===== src/design/npclip_pkg.sv =====
// ----------------------------------------------------------------------------
// npclip_pkg
// Shared constants for the near plane triangle clipper.
// ----------------------------------------------------------------------------
package npclip_pkg;

	localparam int COORD_WIDTH_DEF = 32;
	localparam int ATTR_NUM        = 9;
	localparam int COORD_ATTRS     = 6;
	localparam int COLOR_WIDTH     = 16;
	localparam int TRI_VERTS       = 3;
	localparam int POLY_MAX        = 4;
	localparam int FRAC_BITS       = 32;
	localparam int NORM_SHIFT      = 62;
	localparam int QUEUE_DEPTH     = 2;
	localparam int CFG_INDEX_WIDTH = 8;

	localparam logic [CFG_INDEX_WIDTH-1:0] REG_PLANE_A = 8'd0;
	localparam logic [CFG_INDEX_WIDTH-1:0] REG_PLANE_B = 8'd1;
	localparam logic [CFG_INDEX_WIDTH-1:0] REG_PLANE_C = 8'd2;
	localparam logic [CFG_INDEX_WIDTH-1:0] REG_PLANE_D = 8'd3;

endpackage


===== src/design/npclip_queue.sv =====
// ----------------------------------------------------------------------------
// npclip_queue
// Short triangle queue between the vertex front end and the clip engine.
// ----------------------------------------------------------------------------
module npclip_queue
	import npclip_pkg::*;
#(
	parameter int WIDTH = 32,
	parameter int DEPTH = QUEUE_DEPTH
) (
	input  logic             clk,
	input  logic             arst_n,
	input  logic             wr_valid,
	output logic             wr_ready,
	input  logic [WIDTH-1:0] wr_data,
	output logic             rd_valid,
	input  logic             rd_ready,
	output logic [WIDTH-1:0] rd_data
);

	localparam int PW = (DEPTH > 1) ? $clog2(DEPTH) : 1;
	localparam int CW = $clog2(DEPTH + 1);

	logic [WIDTH-1:0] mem_q [DEPTH];
	logic [PW-1:0]    wptr_q;
	logic [PW-1:0]    rptr_q;
	logic [CW-1:0]    cnt_q;
	logic             push;
	logic             pop;

	assign wr_ready = (cnt_q != CW'(DEPTH));
	assign rd_valid = (cnt_q != '0);
	assign rd_data  = mem_q[rptr_q];
	assign push     = wr_valid && wr_ready;
	assign pop      = rd_valid && rd_ready;

	always_ff @(posedge clk or negedge arst_n) begin
		if (!arst_n) begin
			wptr_q <= '0;
			rptr_q <= '0;
			cnt_q  <= '0;
		end else begin
			if (push) begin
				wptr_q <= (wptr_q == PW'(DEPTH - 1)) ? '0 : wptr_q + 1'b1;
			end
			if (pop) begin
				rptr_q <= (rptr_q == PW'(DEPTH - 1)) ? '0 : rptr_q + 1'b1;
			end
			if (push && !pop) begin
				cnt_q <= cnt_q + 1'b1;
			end else if (pop && !push) begin
				cnt_q <= cnt_q - 1'b1;
			end
		end
	end

	always_ff @(posedge clk) begin
		if (push) begin
			mem_q[wptr_q] <= wr_data;
		end
	end

endmodule


===== config.mk =====
export PLATFORM = sky130hd
export DESIGN_NAME = npclip_queue
export DESIGN_NICKNAME = d
export VERILOG_FILES = /design/src/design/npclip_pkg.sv /design/src/design/npclip_queue.sv
export SDC_FILE = /design/constraint.sdc
export NUM_CORES = 1
export LEC_CHECK = 0
export ABC_AREA = 1
export BUFFER_PORTS_ARGS = -buffer_cell sky130_fd_sc_hd__buf_2
export CAP_MARGIN = 20
export CORE_MARGIN = 1
export CORE_UTILIZATION = 40
export CTS_BUF_LIST = sky130_fd_sc_hd__clkbuf_2
export CTS_CLUSTER_DIAMETER = 50
export DETAILED_ROUTE_END_ITERATION = 16
export RECOVER_POWER = 50
export SLEW_MARGIN = 20
export SYNTH_ARGS = -nofsm -noshare
export SYNTH_HDL_FRONTEND = slang
export SYNTH_SLANG_ARGS = --single-unit
export TNS_END_PERCENT = 10

===== constraint.sdc =====
create_clock -name clk -period 3.05 [get_ports clk]
set_input_delay 0.305 -clock clk [delete_from_list [all_inputs] [get_ports clk]]
set_output_delay 0.305 -clock clk [all_outputs]
set_load 0.05 [all_outputs]

==> results of run 1 <==
[placed cells by master, fill, tap and decap left out, types with 3 or more instances in the layout]
cell type and count:
clkbuf_1 28, inv_1 5, nand2_1 92, clkbuf_2 12
nand2_2 13, dlygate4sd3_1 33, buf_2 41, clkinv_2 3
dfrtp_1 4, edfxtp_1 64
[worst reg2reg max path, cell delays in order (launching register included)]
cell,delay (ns)
dfrtp_1,0.42
inv_1,0.11
nand2_4,0.07
nand2_1,0.16
nor2_2,1.24
[cell type report]
class	count	area share [%]
clock inverter	3	0.443
timing repair buffer	104	19.3
tap	77	2.84
clock buffer	12	1.77
sequential	68	59.6
multi-input combinational	114	15.0
inverter	7	0.996
[worst paths after layout]
check                               end  slack [ns]      from  depth (start not counted)
min in group asynchronous      cnt_q[0]        0.22    arst_n                          2
max reg2reg                mem_q[1][12]        0.66  cnt_q[0]                          4
max in group asynchronous      cnt_q[1]        2.61    arst_n                          2
min                              rptr_q        0.12  rd_ready                          3
max                        mem_q[1][12]        0.66  cnt_q[0]                          4
min reg2reg                    cnt_q[0]        0.53  cnt_q[0]                          1
[metrics by stage]
stage,setup WS [ns],util (%),total power [mW],area (sq um)
final,0.658,53.1,3.51,3390
after global routing,0.443,53.1,3.72,3390
after CTS,0.894,51.5,3.56,3290
after detailed placement,1.29,47.5,3.16,3030
after global placement,1.33,47.5,3.15,3030
after floorplan,0.577,-,2.84,2660
[cells by family after synthesis]
kind of cell | Yosys count | synth area share, %
flops | 68 | 76.1
fa+ha+maj | 1 | 0.471
xor+xnor | 2 | 0.942
simple gates | 111 | 17.7
buf+inv | 14 | 4.85
[flip-flops by register name, indices dropped and copies added, names as in the netlist]
register,flops
mem_q,64
cnt_q,2
rptr_q,1
wptr_q,1
[routing by layer]
| metal | up-vias | track usage [%] | share of wire, % | wire [um] |
|---|---|---|---|---|
| li1 | 863 | - | - | - |
| met1 | 793 | 18.5 | 45 | 2090 |
| met2 | 70 | 21.2 | 48 | 2240 |
| met3 | 4 | 6.43 | 6.6 | 308 |
| met4 | 0 | 4.16 | 0.60 | 28 |
| met5 | - | 0 | 0 | 0 |
[cell usage after synthesis]
cell | number | area [sq um]
buf_12 | 1 | 20.0
buf_6 | 3 | 33.8
clkbuf_8 | 3 | 41.3
dfrtp_1 | 4 | 100
edfxtp_1 | 64 | 1920
ha_1 | 1 | 12.5
inv_1 | 4 | 15.0
inv_2 | 2 | 7.51
inv_8 | 1 | 11.3
nand2_1 | 91 | 342
nand2_2 | 13 | 81.3
nand2_4 | 2 | 22.5
nand3_1 | 2 | 10.0
nand4_1 | 1 | 6.26
nor2_1 | 2 | 7.51
xnor2_1 | 1 | 8.76
xor2_2 | 1 | 16.3
[what timing repair did]
action	in CTS	in global routing
gates resized for setup	0	0
endpoints found under the hold margin	38	30
hold buffers	18	15
[report_power, final]
part | internal (mW) | switching (mW)
Sequential | 1.28 | 0.0894
Combinational | 0.371 | 1.38
Clock | 0.110 | 0.276
Total | 1.76 | 1.75
==> out/qor.yml, run 1 <==
die_h_um: 83.5
syn2layout_area_growth_pct: 27.6
grt_pass1_vias: 1540
clkTransAtPathRegs_ns: 0.15
crit_fanout: 32
hold_viol_final: 0
period_minus_slack_ns: 2.39
syn_area_sq_um: 2660
dieWidth_um: 83.5
ys_seq_elements: 68
violations: "capacitance limit, slew limit"
cts_tree: "built"
worst_path_largest_cell_delay_ns: 1.24
fin_skew_ns: 0.0146
setup_viol: 0
cp-start-kind: "register"
tightest_slew_ns: 1.62
via_per_inst: 4.49
port_buffers: 69
tns_ns: 0
dp_hpwl_um: 2900
diodes: 0
rsz0062_at_grt: "no"
grt_pass1_wl_um: 7230
start_util_pct: 41.6
path_cells: "inv_1 -> nand2_4 -> nand2_1 -> nor2_2"
nets: 341
instances_no_fill: 385
fillCellCount: 580
clock_path_buffers: 2
relSlewSlack_pct: -8.07
crit_family: "simple AND/OR/NAND/NOR gates"
gr-total-overflow: 0
post-route-drc-count: 0
p_leak_nw: 1.43
syn_avg_cell_area_sq_um: 13.6
insertion_delay_ns: 0.45
ant_nets: 0
die-area_sq_um: 6970
cts.sinks: 68
grt_max_degree: 34
yosys_warnings: 0
antenna_found_initial: 0
cp_num_buf_inv: 1
rows: 29
htreeDepth: 3
core_area_sq_um: 6390
dr.pass1.iters: 4
worst_ep_arrival_time_ns: 2.46
ir_drop_v: 0.000662
required_ns: 3.12
whs_ns: 0.117
detail_route.wl_per_cell_um: 12.1
drtIter0Drc: 62
hold_class: "in -> reg"
cap_violations: 1
postCtsSetupBuffers: 0
place_congestion: 0.648
track_usage_pct: 14.1
crit_path_end_kind: "register"
critPathKind: "reg -> reg"
drv_slew: 33
placed_cells: 337
synth_cell_types: 17
multi_input_area_sq_um: 509
syn_inst: 196
synth.net_count: 233
wl_um: 4670
io_pins: 70
drive_above_1_share_pct: 25.0
seq_area_frac_synth_pct: 76.1
cts_buffers: 9
fmax_mhz: 418
cpMaxStageDelayCell: "nor2_2"
power.density_nw_per_um2: 1030
route.vias.total: 1730
status: "finished with violations"
fin_crit_sh_pct: 78.4
cts-root-buf: "clkbuf_2"
seqCellArea_sq_um: 2020
No activity file was read; power rests on OpenSTA's default activity.
==> run 2: changes to the inputs <==
PLACE_DENSITY = 0.66   (was not set)
clock period = 2.2 ns   (was 3.05 ns; I/O delays follow)
==> out/qor.yml, run 2 (synthesis gave the netlist of run 1 again) <==
status: "finished, final reports clean"
setup_viol: 0
fin_crit_sh_pct: 87.4
hold_class: "in -> reg"
port_buffers: 69
worst_ep_arrival_time_ns: 1.70
clkTransAtPathRegs_ns: 0.17
detail_route.wl_per_cell_um: 13.0
critPathKind: "reg -> out"
total_power_mw: 5.20
syn2layout_area_growth_pct: 33.1
cts_tree: "built"
power.density_nw_per_um2: 1470
top_regs: "mem_q (64), cnt_q (2)"
tightest_slew_ns: 0.480
antenna_found_initial: 0
whs_ns: 0.453
crit_path_end_kind: "output port"
postLayoutCellArea_sq_um: 3540
mostFrequentLayoutCell: "nand2_1"
grt_pass1_wl_um: 8390
track_usage_pct: 16.2
htreeDepth: 3
clock_path_buffers: 2
start_util_pct: 41.6
drtIter0Drc: 60
worst-r2r-setup-slack_ns: 0.36
ir_drop_v: 0.000850
placed_cells: 341
tns_ns: 0
relSlewSlack_pct: 67.9
diodes: 0
grt_pass1_vias: 1898
grt_max_degree: 34
place_congestion: 0.674
wl_um: 5100
fin_skew_ns: 0.0265
cp_num_buf_inv: 2
grt_util_met1_pct: 17.4
regMostFlops: "mem_q"
final_cell_mix: "nand2_1 (92), edfxtp_1 (64), buf_2 (50)"
dp_hpwl_um: 3070
post-route-drc-count: 0
use_met2_pct: 27.6
cpMostUsedCell: "nand2_1"
nets: 349
io_pins: 70
die-area_sq_um: 6970
rows: 29
rsz0062_at_grt: "no"
ant_nets: 0
required_ns: 1.98
drv_slew: 0
path_cells: "buf_4 -> nand2_1 -> nand2_1 -> buf_2"
placed_area_sq_um: 3060
cts.sinks: 68
cpMaxStageDelayCell: "dfrtp_2"
cts_buffers: 9
crit_fanout: 15
gr-total-overflow: 0
fmax_mhz: 520
die_h_um: 83.5
instances_no_fill: 394
worst_path_largest_cell_delay_ns: 0.55
drive_above_1_share_pct: 28.7
via_per_inst: 4.52
crit_family: "flip-flops"
grt-busiest-layer: "met2"
insertion_delay_ns: 0.48
largest_reg_flops: 64
dr.pass1.iters: 4
cp-start-kind: "register"
p_leak_nw: 1.51
cap_violations: 0
use_met3_pct: 5.74
period_minus_slack_ns: 1.92
route.vias.total: 1781
core_area_sq_um: 6390
dieWidth_um: 83.5
fillCellCount: 555
hold_viol_final: 0
cts-root-buf: "clkbuf_2"
run 2: what timing repair did:
action / in CTS / in global routing
endpoints found under the hold margin: 70 / 0
resized for setup: 0 / 1
hold buffers: 37 / 0
setup endpoints to repair: 0 / 9
setup buffers: 0 / 0
run 2: metrics by stage:
| stage | util (%) | setup slack, ns |
|---|---|---|
| after global placement | 48.0 | 0.544 |
| final | 55.4 | 0.278 |
| after floorplan | - | -0.273 |
| after CTS | 55.8 | 0.0817 |
| after detailed placement | 48.0 | 0.537 |
| after global routing | 55.4 | 0.131 |
run 2: final cells by class:
cell class | count | area (sq um) | area share [%]
Sequential cell | 68 | 2020 | 57.2
Inverter | 7 | 33.8 | 0.955
Tap cell | 77 | 96.3 | 2.72
Multi-Input combinational cell | 114 | 514 | 14.5
Clock inverter | 5 | 76.3 | 2.16
Timing Repair Buffer | 112 | 737 | 20.8
Clock buffer | 11 | 55.1 | 1.56
run 2: report_power, final:
| part | leakage, nW | internal (mW) | switching (mW) |
|---|---|---|---|
| Combinational | 0.788 | 0.559 | 1.94 |
| Sequential | 0.642 | 1.77 | 0.133 |
| Clock | 0.0796 | 0.381 | 0.413 |
| Total | 1.51 | 2.71 | 2.49 |
run 2: worst register-to-register path: cells and delay by family (launching register included):
kind                   cells  cell delay (ns)
flip-flops                 1             0.42
AND/OR/NAND/NOR            3             0.73
buffers and inverters      2             0.42
run 2: layer usage:
layer | vias up | wire length (um)
met5 | - | 0
met4 | 0 | 153
met3 | 14 | 302
met2 | 75 | 2570
met1 | 804 | 2070
li1 | 888 | -
run 2: worst paths after layout:
path                              from            to  cells after the start
setup / recovery                rptr_q   rd_data[29]                      4
hold / removal             wr_data[29]  mem_q[0][29]                      2
setup reg to reg              cnt_q[0]   mem_q[1][3]                      5
hold reg to reg               cnt_q[0]      cnt_q[0]                      1
max in group asynchronous       arst_n        wptr_q                      4
min in group asynchronous       arst_n      cnt_q[0]                      3
==> run 3: changes to the inputs <==
==> constraint.sdc (replaced) <==
create_clock -name clk -period 2.2 [get_ports clk]
set_input_delay 0.44 -clock clk [delete_from_list [all_inputs] [get_ports clk]]
set_output_delay 0.44 -clock clk [all_outputs]
set_load 0.05 [all_outputs]
==> out/qor.yml, run 3 (synthesis gave the netlist of run 1 again) <==
clock_path_buffers: 2
largest_reg_flops: 64
die-area_sq_um: 6970
cts.sinks: 68
ant_nets: 0
clkTransAtPathRegs_ns: 0.19
cpMostUsedCell: "nand2_1"
grt_pass1_wl_um: 7030
core_area_sq_um: 6390
postLayoutCellArea_sq_um: 3220
port_buffers: 69
insertion_delay_ns: 0.46
via_per_inst: 4.47
critPathKind: "reg -> out"
mostFrequentLayoutCell: "nand2_1"
diodes: 0
hold_class: "in -> reg"
fin_skew_ns: 0.0197
cts-root-buf: "clkbuf_2"
htreeDepth: 3
grt_max_degree: 34
rsz0062_at_grt: "no"
io_pins: 70
fmax_mhz: 493
crit_path_end_kind: "output port"
crit_fanout: 17
track_usage_pct: 13.6
tightest_slew_ns: 0.788
drive_above_1_share_pct: 34.5
fin_crit_sh_pct: 92.2
dr.pass1.iters: 4
cp-start-kind: "register"
drv_slew: 0
die_h_um: 83.5
relSlewSlack_pct: 47.4
place_congestion: 0.684
status: "finished, final reports clean"
syn2layout_area_growth_pct: 21.2
cts_buffers: 9
cts_tree: "built"
gr-total-overflow: 0
path_cells: "buf_4 -> nand2_1 -> nand2_1 -> buf_2"
worst_ep_arrival_time_ns: 1.59
grt_pass1_vias: 1552
final_cell_mix: "nand2_1 (92), edfxtp_1 (64), buf_2 (58)"
worst_path_largest_cell_delay_ns: 0.46
nets: 313
cap_violations: 0
rows: 29
top_regs: "mem_q (64), cnt_q (2)"
start_util_pct: 41.6
setup_viol: 0
antenna_found_initial: 0
required_ns: 1.76
wl_um: 4370
cpMaxStageDelayCell: "dfrtp_2"
dieWidth_um: 83.5
period_minus_slack_ns: 2.03
detail_route.wl_per_cell_um: 12.2
postCtsSetupBuffers: 0
dp_hpwl_um: 2860
placed_area_sq_um: 3080
drtIter0Drc: 45
hold_viol_final: 0
route.vias.total: 1600
regMostFlops: "mem_q"
fillCellCount: 575
post-route-drc-count: 0
[run 3: cell types whose count changed in the layout (fill, tap and decap cells not counted), sizes merged]
cell,previous run,this run
buf,56,63
bufinv,2,3
dlygate4sd3,37,1
clkbuf,30,21
inv,7,8
[run 3: routing by layer]
metal	share of wire (%)	routed length [um]	vias up	GRT usage [%]
li1	-	-	810	-
met1	42	1850	735	16.1
met2	50	2180	51	21.7
met3	7.2	314	4	6.03
met4	0.57	25	0	5.55
met5	0	0	-	0
[run 3: timing repair]
action,CTS,global route
endpoints found under the setup margin,0,19
gates resized for setup,0,1
endpoints found under the hold margin,4,0
hold buffers,1,0
[run 3: path summary, 6_finish.rpt]
| path | start | cells after the start | to | slack, ns |
|---|---|---|---|---|
| worst max-delay path | rptr_q | 4 | rd_data[20] | 0.17 |
| worst min-delay path | wr_data[20] | 1 | mem_q[0][20] | 0.14 |
| worst max register to register | cnt_q[0] | 5 | mem_q[0][8] | 0.31 |
| worst min register to register | cnt_q[0] | 1 | cnt_q[0] | 0.50 |
| max in group asynchronous | arst_n | 2 | rptr_q | 1.69 |
| min in group asynchronous | arst_n | 2 | cnt_q[0] | 0.31 |
[run 3: cell type report]
type | instances | area, sq um | area share (%)
Sequential cell | 68 | 2020 | 62.8
Multi-Input combinational cell | 114 | 514 | 16.0
Timing Repair Buffer | 76 | 395 | 12.3
Clock inverter | 7 | 114 | 3.53
Tap cell | 77 | 96.3 | 2.99
Clock buffer | 9 | 45.0 | 1.40
Inverter | 7 | 33.8 | 1.05
[run 3: through the flow]
stage	instances	TNS, ns	hold slack [ns]	util, %	setup WS, ns
after floorplan	196	-17.46	0.144	-	-0.273
after global placement	341	0	0.253	48.2	0.626
after detailed placement	341	0	0.250	48.2	0.627
after CTS	358	0	0.0866	50.8	0.0557
after global routing	358	0	0.0513	50.5	0.00938
final	358	0	0.144	50.5	0.171
[run 3: critical path, delay by kind of cell, from the launching register on]
family / cells / cell delay, ns
buf+inv: 2 / 0.51
simple gates: 2 / 0.17
flops: 1 / 0.46
Power of run 3 is not shown: default switching activity piles up to over one toggle a cycle in this logic, so the estimate is an artifact.
