===== config.mk =====
export PLATFORM = sky130hd
export DESIGN_NAME = npclip_front
export DESIGN_NICKNAME = d
export VERILOG_FILES = /design/src/design/npclip_pkg.sv /design/src/design/npclip_front.sv
export SDC_FILE = /design/constraint.sdc
export NUM_CORES = 1
export LEC_CHECK = 0
export BUFFER_PORTS_ARGS = -buffer_cell sky130_fd_sc_hd__buf_2
export CAP_MARGIN = 5
export CORE_AREA = 2 2 466 468
export DETAILED_ROUTE_END_ITERATION = 10
export DIE_AREA = 0 0 468 470
export HOLD_SLACK_MARGIN = 0.1
export PLACE_DENSITY = 0.38
export SLEW_MARGIN = 20
export SYNTH_ARGS = -nofsm -noshare
export SYNTH_HDL_FRONTEND = slang
export SYNTH_SLANG_ARGS = --single-unit

===== constraint.sdc =====
create_clock -name clk -period 12.6 [get_ports clk]
set_input_delay 2.52 -clock clk [delete_from_list [all_inputs] [get_ports clk]]
set_output_delay 2.52 -clock clk [all_outputs]
set_load 0.02 [all_outputs]

===== src/design/npclip_pkg.sv =====
// ----------------------------------------------------------------------------
// npclip_pkg
// Shared constants for the near plane triangle clipper.
// ----------------------------------------------------------------------------
package npclip_pkg;

	localparam int COORD_WIDTH_DEF = 32;
	localparam int ATTR_NUM        = 9;
	localparam int COORD_ATTRS     = 6;
	localparam int COLOR_WIDTH     = 16;
	localparam int TRI_VERTS       = 3;
	localparam int POLY_MAX        = 4;
	localparam int FRAC_BITS       = 32;
	localparam int NORM_SHIFT      = 62;
	localparam int QUEUE_DEPTH     = 2;
	localparam int CFG_INDEX_WIDTH = 8;

	localparam logic [CFG_INDEX_WIDTH-1:0] REG_PLANE_A = 8'd0;
	localparam logic [CFG_INDEX_WIDTH-1:0] REG_PLANE_B = 8'd1;
	localparam logic [CFG_INDEX_WIDTH-1:0] REG_PLANE_C = 8'd2;
	localparam logic [CFG_INDEX_WIDTH-1:0] REG_PLANE_D = 8'd3;

endpackage


===== src/design/npclip_front.sv =====
// ----------------------------------------------------------------------------
// npclip_front
// Collects vertices and hands a complete triangle on with its third vertex.
// ----------------------------------------------------------------------------
module npclip_front
	import npclip_pkg::*;
#(
	parameter int COORD_WIDTH = COORD_WIDTH_DEF
) (
	input  logic                                       clk,
	input  logic                                       arst_n,
	input  logic                                       in_valid,
	output logic                                       in_ready,
	input  logic [ATTR_NUM-1:0][COORD_WIDTH:0]         in_vtx,
	output logic                                       tri_valid,
	input  logic                                       tri_ready,
	output logic [TRI_VERTS-1:0][ATTR_NUM-1:0][COORD_WIDTH:0] tri_data
);

	logic [1:0]                         count_q;
	logic [1:0][ATTR_NUM-1:0][COORD_WIDTH:0] held_q;
	logic                               last_vtx;

	assign last_vtx  = (count_q == 2'd2);
	assign in_ready  = !last_vtx || tri_ready;
	assign tri_valid = in_valid && last_vtx;
	assign tri_data  = {in_vtx, held_q[1], held_q[0]};

	always_ff @(posedge clk or negedge arst_n) begin
		if (!arst_n) begin
			count_q <= '0;
		end else if (in_valid && in_ready) begin
			count_q <= last_vtx ? 2'd0 : count_q + 2'd1;
		end
	end

	always_ff @(posedge clk) begin
		if (in_valid && in_ready && !last_vtx) begin
			held_q[count_q[0]] <= in_vtx;
		end
	end

endmodule


==> reports/results.txt, run 1 <==
Most used standard cells in the synthesized netlist = sky130_fd_sc_hd__edfxtp_1, sky130_fd_sc_hd__buf_4, sky130_fd_sc_hd__dfrtp_1
GP Congestion = 0.871
Warnings from Yosys = 0
Kind of cell with the highest combined delay on the critical path = buffers and inverters
Worst Skew = 0.0455 ns
Congestion Overflow GR = 0
Post-synthesis cell type count = 12
Standard-cell row count = 171
Part of the total power dissipated in the clock network = 0.355
Run status = completed
Combinational family with the most area after synthesis = buffers and inverters
Critical path buffer and inverter count = 3
Die span in x = 468 µm
WS Path Type = input pin to primary output
Met2 track demand over resource in global routing = 0.170
Count of flip-flops with a built-in enable after synthesis = 594
Type of element launching the critical path = input pin
Number of hold-slack violations in the final timing report = 0
Power per Cell Area = 211 nW/µm²
Int Pwr = 4250 µW
Transition time at the pin with the least slew margin = 0.919 ns
CTS H-tree depth = 3
NumNets Final = 2,184
Clock tree from TritonCTS = yes
Peak-usage layer in the global routing report = met2
Final clock period utilization by the worst path = 0.477
Critical-path top delay cell = sky130_fd_sc_hd__nor3b_1
WL per Instance = 25.5 µm
Flip-flop and latch count after synthesis = 596
Leakage power = 0.0116 µW
Cells after synthesis = 902
Routed vias = 12,490
Global router's overall resource usage = 0.106
Via count of the first global-routing pass = 12,192
Top post-synthesis cells by area = sky130_fd_sc_hd__edfxtp_1, sky130_fd_sc_hd__buf_4, sky130_fd_sc_hd__dfrtp_1
Max Cap Viol = 0
HPWL after detailed placement = 104 mm
Syn Area/Cell = 22.4 µm²
Met1 Track Usage GR = 0.119
Post-CTS Resized = 0
Ys async rst share = 0.00336
Number of nets still failing antenna checks after routing = 0
Iteration-0 DRC count of the detailed router = 881
Largest stage delay on the critical path = 0.40 ns
Synthesized-area fraction occupied by and/or/nand/nor cells = 0.00205
Worst min-delay path class = register to register
Mapped Area = 20,200 µm²
Proportion of synthesized chip area in sequential cells = 0.886
Clock sink count = 596
Flip-flop cell with the highest count after synthesis = sky130_fd_sc_hd__edfxtp_1
Top cell type by total area after synthesis = sky130_fd_sc_hd__edfxtp_1
Clock Pin Slew Worst Setup and Hold Paths = 0.06 ns
Number of endpoints failing setup at the final stage = 0
Crit path capture type = primary output
Drt first pass iters = 5
Met3 global-route usage = 0.0595
I/O Buffers = 1,193
Number of antenna violations at the first check in global routing = 46
Number of filler cells placed in the layout = 24,248
CP dominant cell by count = sky130_fd_sc_hd__buf_2
Layout cells sized above 1 = 0.679
Xor/xnor cell area share of the yosys netlist = 0
DIE AREA = 220,000 µm²
Max-slew headroom at the worst pin = 0.387
Area of the core = 216,000 µm²
Post-layout min period = 6.01 ns
Adder and majority cell fraction of the synthesized area = 0
Final number of max-transition violations = 0
Wire length of the first global-routing pass = 146 mm
Hold-fix buffers at CTS = 0
Post-CTS Setup Bufs = 0
Max Fanout on Critical Path = 5
Count of boundary I/O pins = 1,194
Switching power share of the total = 0.333
Area growth from synthesis to layout = 49.6%
Most common cell in the synthesized netlist = sky130_fd_sc_hd__edfxtp_1
Max clock buf depth = 3
Part of the total power dissipated in combinational logic = 0.216
Multiplexer area fraction after synthesis = 0
Root Buffer = sky130_fd_sc_hd__clkbuf_16
Area share of the leading cell type in the synthesized netlist = 0.884
Nets in the synthesized netlist = 1,203
Total routed wirelength = 123 mm
Max frequency = 166 MHz
Die Height = 470 µm
Starting Density = 0.0936
Post-synthesis compound-gate area fraction = 0.00105
Via density = 2.60
Setup repair after global routing missed its margin = false
Fin Setup TNS = 0 ns
Req. time, crit path = 10.08 ns
Data arrival time of the critical path = 3.49 ns
Tightest hold margin = 0.635 ns
Skew-Pair Late Insertion Delay = 0.70 ns
Maximum ir drop on the vdd rail = 0.000110 V
Cells traversed along the worst timing path = buf_2 -> inv_1 -> nor3b_1 -> buf_2
CTS buffer count = 74
Proportion of power drawn by flip-flops and latches = 0.429
Largest net degree at the start of global routing = 100
Switch Pwr = 2120 µW
Number of remaining DRC errors = 0
[worst paths after layout]
path	slack [ns]	startpoint	cells past startpoint	endpoint
worst max register to register	9.26	count_q[0]$_DFFE_PN0P_	4	tri_data[28]$_DFFE_PP_
worst min-delay path	0.64	count_q[1]$_DFFE_PN0P_	1	count_q[1]$_DFFE_PN0P_
worst max-delay path	6.59	in_valid	4	tri_valid
max in group asynchronous	10.91	arst_n	1	count_q[0]$_DFFE_PN0P_
worst min register to register	0.64	count_q[1]$_DFFE_PN0P_	1	count_q[1]$_DFFE_PN0P_
min in group asynchronous	1.59	arst_n	1	count_q[1]$_DFFE_PN0P_
[cells in the final DEF, fill, tap and decap left out, drive strengths merged]
cell      synthesis  layout
bufinv            0      10
clkinv            0      27
nor2b             1       1
dfrtp             2       2
or3b              1       1
clkbuf            0      84
a22o              1       1
and2              1       1
diode             0      13
buf             297    1202
inv               1      10
a21o              1       1
o21ai             1       1
clkinvlp          0       5
nor3b             2       2
edfxtp          594     594
[cells by family (layout without fill, tap and decap cells)]
group | Yosys count | in the layout
compound gates | 3 | 3
buf+inv | 298 | 1338
flops | 596 | 596
other cells | 0 | 13
simple gates | 5 | 5
[per-stage QoR]
stage | power, µW | setup slack, ns | utilization | instance area [µm²] | std cells
after floorplan | 3620 | 2.11 | - | 20200 | 902
after global placement | 4200 | 6.48 | 0.128 | 27600 | 4661
after detailed placement | 4200 | 6.49 | 0.128 | 27600 | 4661
after CTS | 6530 | 6.48 | 0.140 | 30200 | 4796
after global routing | 6650 | 6.42 | 0.140 | 30200 | 4800
final | 6370 | 6.59 | 0.140 | 30200 | 4809
[final cells by class]
| type | count | area, µm² | area share |
|---|---|---|---|
| antenna | 13 | 32.5 | 0.00108 |
| clock buffer | 84 | 1890 | 0.0626 |
| clock inverter | 51 | 674 | 0.0223 |
| inverter | 1 | 3.75 | 0.000124 |
| multi-input combinational | 8 | 71.3 | 0.00236 |
| sequential | 596 | 17900 | 0.592 |
| tap | 2854 | 3570 | 0.118 |
| timing repair buffer | 1202 | 6060 | 0.201 |
[worst reg2reg max path: stages (launching register included)]
cell and delay (ns):
sky130_fd_sc_hd__dfrtp_1 0.48, sky130_fd_sc_hd__nor3b_4 0.29, sky130_fd_sc_hd__buf_4 0.56, sky130_fd_sc_hd__buf_4 0.68, sky130_fd_sc_hd__buf_4 0.87
[power groups by stage]
stage / clock network [µW] / logic (µW) / registers, µW
finish: 2260 / 1380 / 2730
global route: 2420 / 1460 / 2760
detailed placement: 0 / 1430 / 2770
floorplan: 0 / 300 / 3320
global placement: 0 / 1440 / 2770
CTS: 2360 / 1430 / 2740
[routing by layer]
metal  share of wire  vias up
li1                -     5106
met1            0.38     6234
met4           0.026        4
met3            0.14      133
met2            0.45     1013
met5         0.00022        -
[state kept, by name (all words and copies together) (netlist names)]
| register | cells |
|---|---|
| count_q | 2 |
| tri_data | 594 |
Power figures use the tool's default switching activity.
==> run 2, diff against run 1 <==
--- a/config.mk
+++ b/config.mk
@@ -7,11 +7,11 @@
 export LEC_CHECK = 0
 export BUFFER_PORTS_ARGS = -buffer_cell sky130_fd_sc_hd__buf_2
 export CAP_MARGIN = 5
-export CORE_AREA = 2 2 466 468
+export CORE_AREA = 2 2 471 473
 export DETAILED_ROUTE_END_ITERATION = 10
-export DIE_AREA = 0 0 468 470
+export DIE_AREA = 0 0 473 475
 export HOLD_SLACK_MARGIN = 0.1
-export PLACE_DENSITY = 0.38
+export PLACE_DENSITY = 0.37
 export SLEW_MARGIN = 20
 export SYNTH_ARGS = -nofsm -noshare
 export SYNTH_HDL_FRONTEND = slang
==> constraint.sdc (replaced) <==
create_clock -name clk -period 5.6 [get_ports clk]
set_input_delay 1.12 -clock clk [delete_from_list [all_inputs] [get_ports clk]]
set_output_delay 1.12 -clock clk [all_outputs]
set_load 0.02 [all_outputs]
==> reports/results.txt, run 2 (synthesis results as in run 1) <==
Clock Pin Slew Worst Setup and Hold Paths = 0.06 ns (about the same)
Final clock period utilization by the worst path = 0.550
Standard-cell row count = 172 (+0.58%)
Worst hold start = in_vtx[62]
Routed vias = 12,369 (-0.97%)
Hold Path End = tri_data[62]$_DFFE_PP_
Worst hold stages = 1 (unchanged)
WL per Instance = 25.9 µm (+1.4%)
Area growth from synthesis to layout = 49.5% (about the same)
Worst min-delay path class = input pin to register
Area taken by flip-flops and latches = 17,900 µm² (unchanged)
Starting Density = 0.0921 (-0.00146)
RR Endpoint = tri_data[494]$_DFFE_PP_
Type of element launching the critical path = input pin
Via density = 2.56 (-1.4%)
Number of hold-slack violations in the final timing report = 0 (unchanged)
Wire length of the first global-routing pass = 149 mm (+2.1%)
Clock sink count = 596 (unchanged)
Startpoint of the lowest-slack register-to-register path = count_q[0]$_DFFE_PN0P_
Skew-Pair Late Insertion Delay = 0.67 ns (-0.03 ns)
Number of nets still failing antenna checks after routing = 0 (unchanged)
Congestion Overflow GR = 0 (unchanged)
R2R setup slack = 3.35 ns (-5.91 ns)
WS Path Type = input pin to primary output
CTS H-tree depth = 3 (unchanged)
HPWL after detailed placement = 106 mm (+1.7%)
Transition time at the pin with the least slew margin = 0.912 ns (-0.00759 ns)
Run status = completed
Max clock buf depth = 3 (unchanged)
Number of remaining DRC errors = 0 (unchanged)
Total routed wirelength = 125 mm (+1.9%)
Count of boundary I/O pins = 1,194 (unchanged)
Worst Skew = 0.0239 ns (-0.0216 ns)
Number of endpoints failing setup at the final stage = 0 (unchanged)
Max Cap Viol = 0 (unchanged)
Largest net degree at the start of global routing = 98 (-2.0%)
Maximum ir drop on the vdd rail = 0.000250 V (+130%)
R2r worst-path depth = 2 (-2)
I/O Buffers = 1,193 (unchanged)
Number of antenna violations at the first check in global routing = 34 (-26%)
Data arrival time of the critical path = 1.96 ns (-1.53 ns)
Top library cells by usage in the layout, fill and taps aside = sky130_fd_sc_hd__buf_2, sky130_fd_sc_hd__edfxtp_1, sky130_fd_sc_hd__clkbuf_16
Clock tree from TritonCTS = yes
Drt first pass iters = 4 (-1)
Req. time, crit path = 4.48 ns (-5.60 ns)
Tightest hold margin = 0.631 ns (-0.00435 ns)
Max frequency = 324 MHz
NumNets Final = 2,190 (+0.27%)
Number of flip-flops in the largest register = 594 (unchanged)
Die Height = 475 µm (+1.1%)
Die span in x = 473 µm (+1.1%)
Max Fanout on Critical Path = 5 (unchanged)
Iteration-0 DRC count of the detailed router = 725 (-18%)
Post-layout min period = 3.08 ns
Area of the core = 219,000 µm² (+1.6%)
Power per Cell Area = 471 nW/µm² (+120%)
Global router's overall resource usage = 0.106 (-0.000397)
Number of filler cells placed in the layout = 24,604 (+1.5%)
Setup repair after global routing missed its margin = false
Final number of max-transition violations = 0 (unchanged)
Post-CTS Resized = 0 (unchanged)
Max-slew headroom at the worst pin = 0.392 (+0.00506)
Multi-input combinational cell area = 71.3 µm² (unchanged)
Finished Layout Cells = 4,832 (+0.48%)
DIE AREA = 225,000 µm² (+2.1%)
Leakage power = 0.0115 µW (-0.12%)
Root Buffer = sky130_fd_sc_hd__clkbuf_16
Post-Place Cells = 4,681 (+0.43%)
Layout cells sized above 1 = 0.674 (-0.00500)
Most common cell after layout, fill and taps aside = sky130_fd_sc_hd__buf_2
GP Congestion = 0.867 (-0.44%)
Crit path capture type = primary output
Origin of the worst setup path = in_valid
Via count of the first global-routing pass = 12,320 (+1.0%)
CTS buffer count = 76 (+2.7%)
-- run 2: worst max-delay path, cell delays in order --
cell,delay (ns)
sky130_fd_sc_hd__buf_2,0.17
sky130_fd_sc_hd__inv_1,0.09
sky130_fd_sc_hd__nor3b_1,0.34
sky130_fd_sc_hd__buf_2,0.24
-- run 2: layout make-up --
cell class / instances / area share
antenna: 12 / 0.000995
clock buffer: 97 / 0.0670
clock inverter: 41 / 0.0137
inverter: 1 / 0.000124
multi-input combinational: 8 / 0.00236
sequential: 596 / 0.593
tap: 2871 / 0.119
timing repair buffer: 1206 / 0.204
-- run 2: report_power, final --
part / internal, µW / switching [µW]
logic: 692 / 2480
clock network: 2780 / 2130
registers: 5950 / 197
total: 9420 / 4810
-- run 2: metrics by stage --
step	TNS [ns]	util	worst slack (ns)	power [µW]	area, µm²
after floorplan	-1039.99	-	-3.49	8060	20200
after global placement	0	0.126	2.51	9540	27700
after detailed placement	0	0.126	2.50	9520	27700
after CTS	0	0.138	2.46	14600	30200
after global routing	0	0.138	2.47	14900	30200
final	0	0.138	2.52	14200	30200
-- run 2: how the worst max path moves through the flow --
stage,endpoint,cells after the start
after global placement,tri_data[435]$_DFFE_PP_,3
final,tri_valid,4
after detailed placement,tri_data[435]$_DFFE_PP_,3
after floorplan,tri_data[0]$_DFFE_PP_,1
after CTS,in_ready,2
after global routing,in_ready,2
-- run 2: timing repair --
item | 4_1_cts | 5_1_grt
hold buffers | 1 | 0
endpoints found under the setup margin | 0 | 0
endpoints found under the hold margin | 2 | 0
setup buffers | 0 | 0
-- run 2: routing by layer --
layer,track usage,vias to the layer above,wire (µm)
met3,0.0714,139,20100
met5,0,-,42
li1,-,5107,-
met2,0.176,951,59400
met1,0.107,6166,42300
met4,0.0312,6,3220
==> run 3, diff against run 2 <==
--- a/config.mk
+++ b/config.mk
@@ -7,11 +7,11 @@
 export LEC_CHECK = 0
 export BUFFER_PORTS_ARGS = -buffer_cell sky130_fd_sc_hd__buf_2
 export CAP_MARGIN = 5
-export CORE_AREA = 2 2 471 473
+export CORE_AREA = 2 2 466 468
 export DETAILED_ROUTE_END_ITERATION = 10
-export DIE_AREA = 0 0 473 475
+export DIE_AREA = 0 0 468 470
 export HOLD_SLACK_MARGIN = 0.1
-export PLACE_DENSITY = 0.37
+export PLACE_DENSITY = 0.38
 export SLEW_MARGIN = 20
 export SYNTH_ARGS = -nofsm -noshare
 export SYNTH_HDL_FRONTEND = slang
==> constraint.sdc (replaced) <==
create_clock -name clk -period 2.67 [get_ports clk]
set_input_delay 0.534 -clock clk [delete_from_list [all_inputs] [get_ports clk]]
set_output_delay 0.534 -clock clk [all_outputs]
set_load 0.02 [all_outputs]
==> reports/results.txt, run 3 (synthesis results as in run 1) <==
Transition time at the pin with the least slew margin = 0.707 ns (-0.204 ns)
Startpoint of the lowest-slack register-to-register path = count_q[0]$_DFFE_PN0P_
Post-CTS Setup Bufs = 0 (unchanged)
Starting Density = 0.0936 (+0.00146)
GP Congestion = 0.894 (+3.1%)
NumNets Final = 2,465 (+13%)
Congestion Overflow GR = 0 (unchanged)
Number of nets still failing antenna checks after routing = 0 (unchanged)
Data arrival time of the critical path = 1.87 ns (-0.09 ns)
Hold Path End = tri_data[14]$_DFFE_PP_
Post-layout min period = 2.41 ns
Type of element launching the critical path = register
Number of flip-flops in the largest register = 594 (unchanged)
Die Height = 470 µm (-1.1%)
Clock tree from TritonCTS = yes
Number of antenna violations at the first check in global routing = 36 (+5.9%)
Area taken by flip-flops and latches = 17,900 µm² (unchanged)
Skew-Pair Late Insertion Delay = 0.70 ns (+0.03 ns)
Number of endpoints failing setup at the final stage = 0 (unchanged)
Most common cell after layout, fill and taps aside = sky130_fd_sc_hd__buf_2
Setup slack at placement = 0.462 ns (-2.04 ns)
Area of the core = 216,000 µm² (-1.6%)
Routed vias = 13,725 (+11%)
Worst Skew = 0.0345 ns (+0.0106 ns)
I/O Buffers = 1,193 (unchanged)
Layout cells sized above 1 = 0.601 (-0.0727)
Crit path capture type = primary output
R2R setup slack = 0.75 ns (-2.60 ns)
Final clock period utilization by the worst path = 0.902
Leakage power = 0.0127 µW (+9.7%)
WL per Instance = 26.1 µm (+1.0%)
Via count of the first global-routing pass = 13,666 (+11%)
Overall power consumption = 29,900 µW (+110%)
Final number of max-transition violations = 0 (unchanged)
Maximum ir drop on the vdd rail = 0.000527 V (+110%)
Max Cap Viol = 0 (unchanged)
CTS buffer count = 72 (-5.3%)
Area growth from synthesis to layout = 62.2%
Largest net degree at the start of global routing = 66 (-33%)
Number of remaining DRC errors = 0 (unchanged)
Root Buffer = sky130_fd_sc_hd__clkbuf_16
Met2 track demand over resource in global routing = 0.193 (+0.0172)
HPWL after detailed placement = 112 mm (+6.1%)
Die span in x = 468 µm (-1.1%)
Global router's overall resource usage = 0.115 (+0.00928)
Wire length of the first global-routing pass = 159 mm (+6.7%)
Clock Pin Slew Worst Setup and Hold Paths = 0.06 ns (about the same)
Standard-cell row count = 171 (-0.58%)
Minimum setup slack in the final design = 0.262 ns (-2.26 ns)
Worst min-delay path class = input pin to register
Count of boundary I/O pins = 1,194 (unchanged)
Post-route standard cell area excluding fillers = 32,700 µm² (+8.5%)
Met1 Track Usage GR = 0.122 (+0.0145)
Setup repair after global routing missed its margin = false
Multi-input combinational cell area = 71.3 µm² (unchanged)
RR Endpoint = tri_data[56]$_DFFE_PP_
Met3 global-route usage = 0.0627 (-0.00872)
Peak-usage layer in the global routing report = met2
Tightest hold margin = 0.141 ns (-0.490 ns)
Number of hold-slack violations in the final timing report = 0 (unchanged)
Max-slew headroom at the worst pin = 0.528 (+0.136)
R2r worst-path depth = 3 (+1)
WS Path Type = register to primary output
Iteration-0 DRC count of the detailed router = 894 (+23%)
Drt first pass iters = 5 (+1)
Via density = 2.70 (+5.6%)
DIE AREA = 220,000 µm² (-2.1%)
Power per Cell Area = 912 nW/µm² (+93%)
Max frequency = 415 MHz
CTS H-tree depth = 3 (unchanged)
Total routed wirelength = 133 mm (+6.2%)
Worst hold start = in_vtx[14]
Top library cells by usage in the layout, fill and taps aside = sky130_fd_sc_hd__buf_2, sky130_fd_sc_hd__edfxtp_1, sky130_fd_sc_hd__dlygate4sd3_1
Max clock buf depth = 3 (unchanged)
Area after DPL = 27,900 µm² (+0.72%)
Run status = completed
Number of filler cells placed in the layout = 23,973 (-2.6%)
Clock sink count = 596 (unchanged)
Post-CTS Resized = 0 (unchanged)
Max Fanout on Critical Path = 7 (+2)
Req. time, crit path = 2.14 ns (-2.34 ns)
Worst hold stages = 1 (unchanged)
==> run 3: what timing repair did <==
action,in CTS,in global routing
endpoints found under the setup margin,0,0
endpoints found under the hold margin,502,0
hold buffers,254,0
==> run 3: where the power goes <==
group	switching [µW]	internal, µW
Combinational	5370	1850
Sequential	433	12500
Clock	4390	5360
==> run 3: area by class of cell <==
class                           instances  area share
Antenna cell                            7    0.000535
Clock buffer                           90      0.0571
Clock inverter                         38      0.0126
Inverter                                1    0.000115
Multi-Input combinational cell          8     0.00218
Sequential cell                       596       0.546
Tap cell                             2854       0.109
Timing Repair Buffer                 1485       0.272
==> run 3: worst max path at each step <==
stage	from	endpoint	slack, ns	cells after the start
2_1_floorplan	in_valid	tri_data[0]$_DFFE_PP_	-5.84	1
3_3_place_gp	in_valid	tri_valid	0.46	4
3_5_place_dp	in_valid	tri_data[89]$_DFFE_PP_	0.46	4
4_1_cts	count_q[0]$_DFFE_PN0P_	tri_valid	0.06	2
5_1_grt	count_q[0]$_DFFE_PN0P_	tri_valid	0.09	2
6_report	count_q[0]$_DFFE_PN0P_	in_ready	0.26	2
==> run 3: per-layer routing <==
metal	routed length [µm]	share of wire	vias to the layer above
li1	-	-	5639
met1	47600	0.36	6904
met2	63500	0.48	1033
met3	17900	0.13	145
met4	3740	0.028	4
met5	27	0.00020	-
==> run 3: worst max-delay path, stage by stage, from the launching register on <==
cell                      delay [ns]
sky130_fd_sc_hd__dfrtp_1        0.46
sky130_fd_sc_hd__or3b_1         0.50
sky130_fd_sc_hd__buf_2          0.21
==> run 3: metrics by stage <==
stage | TNS, ns | instances | util
finish | 0 | 5079 | 0.152
global route | 0 | 5074 | 0.152
CTS | 0 | 5072 | 0.152
detailed placement | 0 | 4690 | 0.129
global placement | 0 | 4690 | 0.129
floorplan | -1848.03 | 902 | -
